**config.mk**
```make
export PLATFORM = sky130hd
export DESIGN_NAME = blr_cmd_fifo
export DESIGN_NICKNAME = d
export VERILOG_FILES = /design/src/rtl/core/blr_pkg.sv /design/src/rtl/core/blr_cmd_fifo.sv
export SDC_FILE = /design/constraint.sdc
export NUM_CORES = 1
export LEC_CHECK = 0
export BUFFER_PORTS_ARGS = -buffer_cell sky130_fd_sc_hd__buf_2
export CAP_MARGIN = 20
export CORE_ASPECT_RATIO = 1.25
export CORE_MARGIN = 8
export CORE_UTILIZATION = 57
export DETAILED_ROUTE_END_ITERATION = 12
export PLACE_DENSITY = 0.79
export SYNTH_ARGS = -nofsm -noshare
export SYNTH_HDL_FRONTEND = slang
export SYNTH_SLANG_ARGS = --single-unit
```
**constraint.sdc**
```tcl
create_clock -name clk_i -period 5.1 [get_ports clk_i]
set_input_delay 0.255 -clock clk_i [delete_from_list [all_inputs] [get_ports clk_i]]
set_output_delay 0.255 -clock clk_i [all_outputs]
set_load 0.1 [all_outputs]
```
**src/rtl/core/blr_pkg.sv**
```systemverilog
// Shared types and constants for the byte log ring.
// Used by every module of the block but blr_ram; depends on nothing else.
package blr_pkg;

  // Ring size must be a power of two: the slot is the low bits of a position
  localparam int unsigned RING_BYTES = 16384;
  localparam int unsigned RING_AW    = $clog2(RING_BYTES);
  localparam int unsigned MAX_READ   = 64;

  localparam int unsigned POS_W  = 48;
  localparam int unsigned CNT_W  = 7;
  localparam int unsigned BYTE_W = 8;

  // Width that holds both a byte count within the ring and a read limit
  localparam int unsigned DIFF_W = (RING_AW + 1 > CNT_W) ? RING_AW + 1 : CNT_W;

  // Command queue between the front and the back
  localparam int unsigned QDEPTH = 4;
  localparam int unsigned QAW    = $clog2(QDEPTH);

  localparam logic [POS_W-1:0] POS_MAX   = '1;
  localparam logic [POS_W-1:0] RING_SPAN = POS_W'(RING_BYTES);
  localparam logic [CNT_W-1:0] LIMIT_MAX = CNT_W'(MAX_READ);

  typedef enum logic {
    CMD_APPEND = 1'b0,
    CMD_READ   = 1'b1
  } cmd_e;

  typedef struct packed {
    cmd_e              cmd;
    logic [BYTE_W-1:0] data;
    logic [POS_W-1:0]  from;
    logic [CNT_W-1:0]  limit;
  } cmd_t;

  typedef struct packed {
    logic [POS_W-1:0] pos;
    logic [POS_W-1:0] head;
    logic [CNT_W-1:0] cnt;
    logic             empty;
    logic             last;
  } meta_t;

  typedef struct packed {
    logic [BYTE_W-1:0] data;
    meta_t             meta;
  } res_t;

endpackage

```
**src/rtl/core/blr_cmd_fifo.sv**
```systemverilog
// Short command queue between the front and the back.
// Depends on blr_pkg for the command type and depth.
module blr_cmd_fifo
  import blr_pkg::*;
(
  input  logic clk_i,
  input  logic rst_ni,
  input  logic push_i,
  input  cmd_t push_data_i,
  output logic full_o,
  input  logic pop_i,
  output logic pop_valid_o,
  output cmd_t pop_data_o
);

  cmd_t           mem_q [QDEPTH];
  logic [QAW-1:0] wr_q, rd_q;
  logic [QAW:0]   cnt_q;

  assign full_o      = (cnt_q == (QAW+1)'(QDEPTH));
  assign pop_valid_o = (cnt_q != '0);
  assign pop_data_o  = mem_q[rd_q];

  // Store entries
  always_ff @(posedge clk_i) begin
    if (push_i) begin
      mem_q[wr_q] <= push_data_i;
    end
  end

  // Advance pointers and occupancy
  always_ff @(posedge clk_i or negedge rst_ni) begin
    if (!rst_ni) begin
      wr_q  <= '0;
      rd_q  <= '0;
      cnt_q <= '0;
    end else begin
      if (push_i) begin
        wr_q <= wr_q + 1'b1;
      end
      if (pop_i) begin
        rd_q <= rd_q + 1'b1;
      end
      unique case ({push_i, pop_i})
        2'b10:   cnt_q <= cnt_q + 1'b1;
        2'b01:   cnt_q <= cnt_q - 1'b1;
        default: cnt_q <= cnt_q;
      endcase
    end
  end

endmodule

```
# ---- Word level (Yosys, flattened, before mapping)
# Memory sizes are Yosys's and may differ from the RTL's.
# Cells that the tools add are included.
dict set report word_totals {
  mem_count 1
  ramBits 256
  regBits 7
  latch_bits 0
  rom_bits 0
  input_bits 68
}
# memory words width rd rd_clocked_by_memory_dff wr line_no
set mem_list {}
lappend mem_list {mem_q 4 64 1 0 1 blr_cmd_fifo.sv:16} ;# cmd_t mem_q [QDEPTH];
dict set report classes {
  eq_ne 3
  addsub 4
  shifts 0
  mul 0
  n_reduce_logical 2
  muxes 3
  div 0
  n_bitwise 0
  n_lt_le_gt_ge 0
}
# cell n
set ops {}
lappend ops {{3-bit case mux with 2 select lines} 1}
lappend ops {{2-bit by 1-bit adder with 2-bit output (second input constant)} 2}
lappend ops {{3-bit by 1-bit adder with 3-bit output (second input constant)} 1}
lappend ops {{3-bit equality test (second input constant)} 1}
lappend ops {{3-bit nonzero test} 1}
lappend ops {{3-bit by 1-bit subtractor with 3-bit output (second input constant)} 1}
lappend ops {{2-bit by 1-bit equality test with 1-bit output (second input constant)} 1}
lappend ops {{2-bit equality test (second input constant)} 1}
lappend ops {{1-bit 2-to-1 mux} 2}
lappend ops {{2-bit nonzero test} 1}

# ---- Depth between registers and ports, before layout
# Gate-level depths: netlist (run 1).
dict set report depth {
  ltp_word 2
  ltp_mapped 7
  depth_no_buf 7
}

# ---- Worst setup path after synthesis (run 1)
# OpenSTA, ideal clock, no wires.
dict set report synth_timing {
  path_type {flip-flop to flip-flop}
  start {register wr_q[0]}
  end {memory mem_q[0][0] in the netlist's numbering, enable pin}
  setup_time_ps 429
  t_required_ps 4671
  period_less_slack_ps 2555
  stages_incl_launch_ff 4
  path_slack_ps 2545
  t_arrival_ps 2126
  path_cell_list {dfrtp_1 -> inv_1 -> ha_1 -> and2_1}
}
# element line_no
set synth_rtl {}
lappend synth_rtl {{from (decl)} blr_cmd_fifo.sv:17} ;# logic [QAW-1:0] wr_q, rd_q;
lappend synth_rtl {{from (signal assigned)} blr_cmd_fifo.sv:39} ;# wr_q <= wr_q + 1'b1;
lappend synth_rtl {{to (decl)} blr_cmd_fifo.sv:16}
# No word-level cell before the write port.

==> flow_summary.json, run 1 <==
{
  "n_antenna_cell": 0,
  "crit_chain": "buf_4, mux4_2, buf_2",
  "rows": 53,
  "rsz0062_at_grt": "no",
  "syn_area_mm2": 0.00963,
  "cp_max_fo": 45,
  "synth_area_leaders": "edfxtp_1, mux4_2, dfrtp_1, ha_1, buf_6",
  "drive_gt1_frac": 0.395,
  "status": "complete, no violations",
  "netlist-cell-type-count": 19,
  "cts-root-buf": "clkbuf_16",
  "synth_top_area_frac": 0.798,
  "ant_nets": 0,
  "clock_path_buffers": 3,
  "clk_pin_slew_worst_paths_ps": 60,
  "wl_per_cell_um": 21.8,
  "drt_iter0_markers": 323,
  "overflow": 0,
  "insertion_delay_ps": 500,
  "cts_tree": "yes",
  "r2r_slack_ps": 3200,
  "worst_pin_slew_ps": 985,
  "slew_viol_final": 0,
  "final_area_mm2": 0.0120,
  "hold_depth": 2,
  "cts.repair.resized": 0,
  "clock.fmax_mhz": 314,
  "grt_max_degree": 65,
  "cp_top_family": "flip-flops",
  "min_path_type": "input pin to flop",
  "grt_pass1_vias": 5005,
  "post_cts_buffers": 0,
  "cp.required_ps": 4850,
  "worstHoldStart": "push_i",
  "cts_buffers": 25,
  "cpPeakStageDelay_ps": 990,
  "start_kind": "flop",
  "slowest_stage": "dfrtp_4",
  "yosysSeqAreaShare": 0.816,
  "ys_ff_latch": 263,
  "critPathArrivalTime_ps": 2930,
  "path_class": "flop to output port",
  "rr_worst_depth": 3,
  "syn_inst": 370,
  "core-area_mm2": 0.0167,
  "grt_use_total": 0.168,
  "drc": 0,
  "htreeDepth": 1,
  "finalCritPeriodShare": 0.624,
  "cts.sinks": 263,
  "fin_crit_ps": 3180,
  "antenna_found_initial": 0,
  "slew_headroom": 0.343,
  "synth.net_count": 444,
  "r2r_start": "rd_q[0]",
  "tns_ps": 0,
  "grt_pass1_wl_um": 27800,
  "routed_wl_um": 18000,
  "ys.warnings.count": 0,
  "nNetsFinal": 659,
  "vias": 4486,
  "num-fill-cells": 999,
  "min_to": "wr_q[0]",
  "initial_utilization": 0.576,
  "fin_skew_ps": 4.96,
  "place.gp.congestion": 0.699,
  "first_pass_iters": 4,
  "io_pins": 134,
  "dp.final_hpwl_um": 10300,
  "worst_setup_path_end_kind": "output port",
  "io_buffers": 133,
  "post_synth.cell_area_avg_um2": 26.0,
  "cap_violations": 0,
  "die_area_mm2": 0.0213,
  "placed_cell_area_mm2": 0.0105,
  "rr_endpoint": "rd_q[1]",
  "die_width_um": 132,
  "dieHeight_um": 161,
  "syn2layout_area_growth_pct": 24.2,
  "detail_route.vias_per_cell": 5.45,
  "hold_violations": 0,
  "setup_viol": 0,
  "path_buf_inv": 2,
  "synth_top_cell_by_area": "edfxtp_1"
}
==> layout make-up <==
| cell class | count | area, um2 | share of cell area |
|---|---|---|---|
| multi-input combinational | 87 | 1650 | 0.138 |
| inverter | 6 | 22.5 | 0.00188 |
| tap | 220 | 275 | 0.0230 |
| timing repair buffer | 202 | 1360 | 0.114 |
| sequential | 263 | 7870 | 0.658 |
| clock buffer | 30 | 644 | 0.0539 |
| clock inverter | 15 | 140 | 0.0117 |
==> worst max-delay path by stage <==
stage / startpoint / end / slack, ps / cells after the start
after floorplan: wr_q[0] / mem_q[0][0] / 2550 / 3
after global placement: rd_q[0] / pop_data_o[2] / 2300 / 3
after detailed placement: rd_q[0] / pop_data_o[2] / 2300 / 3
after CTS: rd_q[0] / pop_data_o[8] / 1750 / 3
after global routing: rd_q[0] / pop_data_o[2] / 1660 / 3
final: rd_q[0] / pop_data_o[2] / 1920 / 3
==> per-stage QoR <==
stage                     instances  utilization  hold slack (ps)  setup slack [ps]
final                           823        0.716             50.1              1920
after global routing            823        0.716             48.9              1660
after CTS                       822        0.715             34.6              1750
after detailed placement        711        0.628             99.0              2300
after global placement          711        0.628             91.3              2300
after floorplan                 370            -            -40.6              2550
==> synthesized netlist by cell type, drive strengths merged <==
cell type  instances
dfrtp              7
fa                 1
xor2               4
mux2i              1
buf               13
o21ai              1
nor2               1
and2               4
and3               1
ha                 5
nand2              2
clkbuf             1
or3                1
mux4              64
edfxtp           256
inv                6
xnor2              2
==> per-layer routing <==
| metal | vias up | track usage | part of all wire |
|---|---|---|---|
| met5 | - | 0 | 0 |
| met4 | 0 | 0.0621 | 0.022 |
| met3 | 27 | 0.0317 | 0.049 |
| met2 | 127 | 0.296 | 0.55 |
| met1 | 2327 | 0.203 | 0.38 |
| li1 | 2005 | - | - |
==> cells in the final DEF (no fill, tap or decap), types with 2 or more instances in the layout <==
master | Yosys | final
clkbuf_16 | 0 | 25
clkbuf_1 | 1 | 5
edfxtp_1 | 256 | 256
xnor2_1 | 2 | 2
mux4_2 | 64 | 64
clkinv_1 | 0 | 8
clkinv_2 | 0 | 4
and2_4 | 0 | 4
nand2_1 | 2 | 2
bufinv_16 | 0 | 3
buf_2 | 6 | 133
xor2_1 | 4 | 4
buf_4 | 2 | 2
dlygate4sd3_1 | 0 | 66
ha_1 | 5 | 5
dfrtp_1 | 7 | 5
inv_1 | 6 | 6
==> kinds of logic (layout without fill, tap and decap cells) <==
kind of cell	count (synthesis)	in the layout	synth area share
buffers and inverters	20	253	0.0133
DFF	263	263	0.816
AOI/OAI and AO/OA	1	1	0.000519
muxes	65	65	0.151
adders and majority gates	6	6	0.00857
and+or+nand+nor	9	9	0.00507
xor gates and xnor gates	6	6	0.00546
==> registers in the layout (all words and copies together), names as in the netlist <==
signal,flops
rd_q,2
wr_q,2
mem_q,256
cnt_q,3
==> timing repair <==
item | in CTS | in global routing
endpoints found under the setup margin | 0 | 0
hold endpoints to repair | 264 | 0
hold buffers | 66 | 0
Power of run 1 is left out: the tool's default activity adds up to more than one toggle a clock period on the data nets, which glitch-free logic cannot reach.
==> run 2, diff against run 1 <==
ABC_AREA = 1   (was unset)
CORE_UTILIZATION = 53   (was 57)
PLACE_DENSITY = 0.77   (was 0.79)
clock period = 2.85 ns   (was 5.1 ns; I/O delays follow)
==> flow_summary.json, run 2 <==
{
  "nNetsFinal": 1074,
  "worstSetupEndpoint": "pop_data_o[31]",
  "io_pins": 134,
  "cts_buffers": 25,
  "first_pass_iters": 4,
  "dieHeight_um": 179,
  "synth.net_count": 870,
  "fin_crit_ps": 2720,
  "clk_pin_slew_worst_paths_ps": 60,
  "hold_depth": 2,
  "grt_pass1_vias": 6992,
  "wl_per_cell_um": 17.1,
  "cp_max_fo": 57,
  "grt.busiest_layer": "met2",
  "clock_path_buffers": 3,
  "post_cts_buffers": 0,
  "ys_async_sr_fraction": 0.0266,
  "cp.required_ps": 2710,
  "ys_ff_latch": 263,
  "drive_gt1_frac": 0.308,
  "synth_top_area_frac": 0.682,
  "initial_utilization": 0.540,
  "path_class": "flop to output port",
  "cap_violations": 0,
  "final_common_cell": "edfxtp_1",
  "crit_path_start": "rd_q[0]",
  "grt_max_degree": 65,
  "drt_iter0_markers": 383,
  "insertion_delay_ps": 500,
  "cts-root-buf": "clkbuf_16",
  "htreeDepth": 1,
  "finalCritPeriodShare": 0.953,
  "fin_ws_ps": 134,
  "fin_skew_ps": 5.90,
  "yosysMostFrequentCell": "edfxtp_1",
  "grt_pass1_wl_um": 35700,
  "cts.sinks": 263,
  "r2r_start": "wr_q[0]",
  "rsz0062_at_grt": "no",
  "overflow": 0,
  "top_register": "mem_q",
  "io_buffers": 133,
  "synth_area_leaders": "edfxtp_1, o211ai_2, nand2_1, inv_1, o211ai_1",
  "reg_top3": "mem_q x256, cnt_q x3",
  "cts_hold_buffers": 69,
  "hold_violations": 0,
  "netlist-cell-type-count": 22,
  "status": "complete, no violations",
  "routed_wl_um": 22100,
  "synth_top_flop_cell": "edfxtp_1",
  "worst_setup_path_end_kind": "output port",
  "synth_top_cell_by_area": "edfxtp_1",
  "worst_pin_slew_ps": 882,
  "yosysSeqAreaShare": 0.697,
  "clock.fmax_mhz": 368,
  "ys.warnings.count": 0,
  "synth_edf_count": 256,
  "syn2layout_area_growth_pct": 20.6,
  "post_synth.cell_area_avg_um2": 14.2,
  "detail_route.vias_per_cell": 5.08,
  "dp.final_hpwl_um": 12600,
  "yosys-top-cells-count": "edfxtp_1, nand2_1, inv_1",
  "largest_reg_flops": 256,
  "place.gp.congestion": 0.706,
  "syn_area_mm2": 0.0113,
  "start_kind": "flop",
  "rows": 59,
  "setup_viol": 0,
  "antenna_found_initial": 1,
  "grt_use_total": 0.169,
  "r2r_slack_ps": 1060,
  "core-area_mm2": 0.0209,
  "layout_common_cells": "edfxtp_1, nand2_1, inv_1",
  "cts_tree": "yes",
  "grtUsageMet2": 0.319,
  "rr_endpoint": "mem_q[0][25]",
  "die_width_um": 146,
  "cts.repair.resized": 0,
  "grtUsageMet3": 0.0306,
  "die_area_mm2": 0.0262,
  "rr_worst_depth": 5,
  "preCtsSetupSlack_ps": 705,
  "critPathArrivalTime_ps": 2570,
  "ant_nets": 0,
  "slew_headroom": 0.412,
  "met1_usage": 0.194,
  "min_path_type": "input pin to flop",
  "slew_viol_final": 0,
  "drc": 0,
  "vias": 6572,
  "syn_inst": 796,
  "tns_ps": 0
}
run 2: cells by family (layout without fill, tap and decap cells):
group | Yosys count | in the layout | share of synthesized area
buf+inv | 186 | 408 | 0.0916
fa+ha+maj | 6 | 6 | 0.00732
simple gates | 207 | 207 | 0.0774
compound gates | 130 | 130 | 0.123
other cells | 0 | 2 | 0
flops | 263 | 263 | 0.697
xor+xnor | 4 | 4 | 0.00311
run 2: final cells by class:
| type | instances | area [um2] |
|---|---|---|
| Inverter | 142 | 534 |
| Clock buffer | 32 | 652 |
| Tap cell | 274 | 343 |
| Fill cell | 1413 | 7290 |
| Multi-Input combinational cell | 347 | 2380 |
| Clock inverter | 13 | 195 |
| Sequential cell | 263 | 7870 |
| Antenna cell | 2 | 5.00 |
| Timing Repair Buffer | 221 | 1620 |
run 2: stage by stage:
step	std cells	area, um2	hold WS [ps]	util
after floorplan	796	11300	-153	-
after global placement	1178	12100	0.0840	0.577
after detailed placement	1178	12100	-2.65	0.577
after CTS	1292	13600	365	0.651
after global routing	1293	13600	380	0.651
final	1294	13600	383	0.651
run 2: critical path, stage by stage, from the launching register on:
cell	delay [ps]
dfrtp_4	980
buf_4	370
o211ai_2	120
nand2_1	100
buf_2	430
run 2: layer usage:
layer | vias to the layer above | wire, um
met1 | 3259 | 9070
met2 | 123 | 11800
li1 | 3166 | -
met3 | 24 | 944
met5 | - | 0
met4 | 0 | 301
run 2: worst min path at each step:
| stage | start | endpoint | slack [ps] |
|---|---|---|---|
| 5_1_grt | push_data_i[10] | mem_q[1][10] | 380 |
| 3_5_place_dp | rst_ni | cnt_q[2] | -3 |
| 2_1_floorplan | rst_ni | cnt_q[0] | -150 |
| 4_1_cts | push_data_i[10] | mem_q[3][10] | 370 |
| 3_3_place_gp | rst_ni | cnt_q[2] | 0.08 |
| 6_report | push_data_i[10] | mem_q[3][10] | 380 |
Power of run 2 is left out for the same reason.
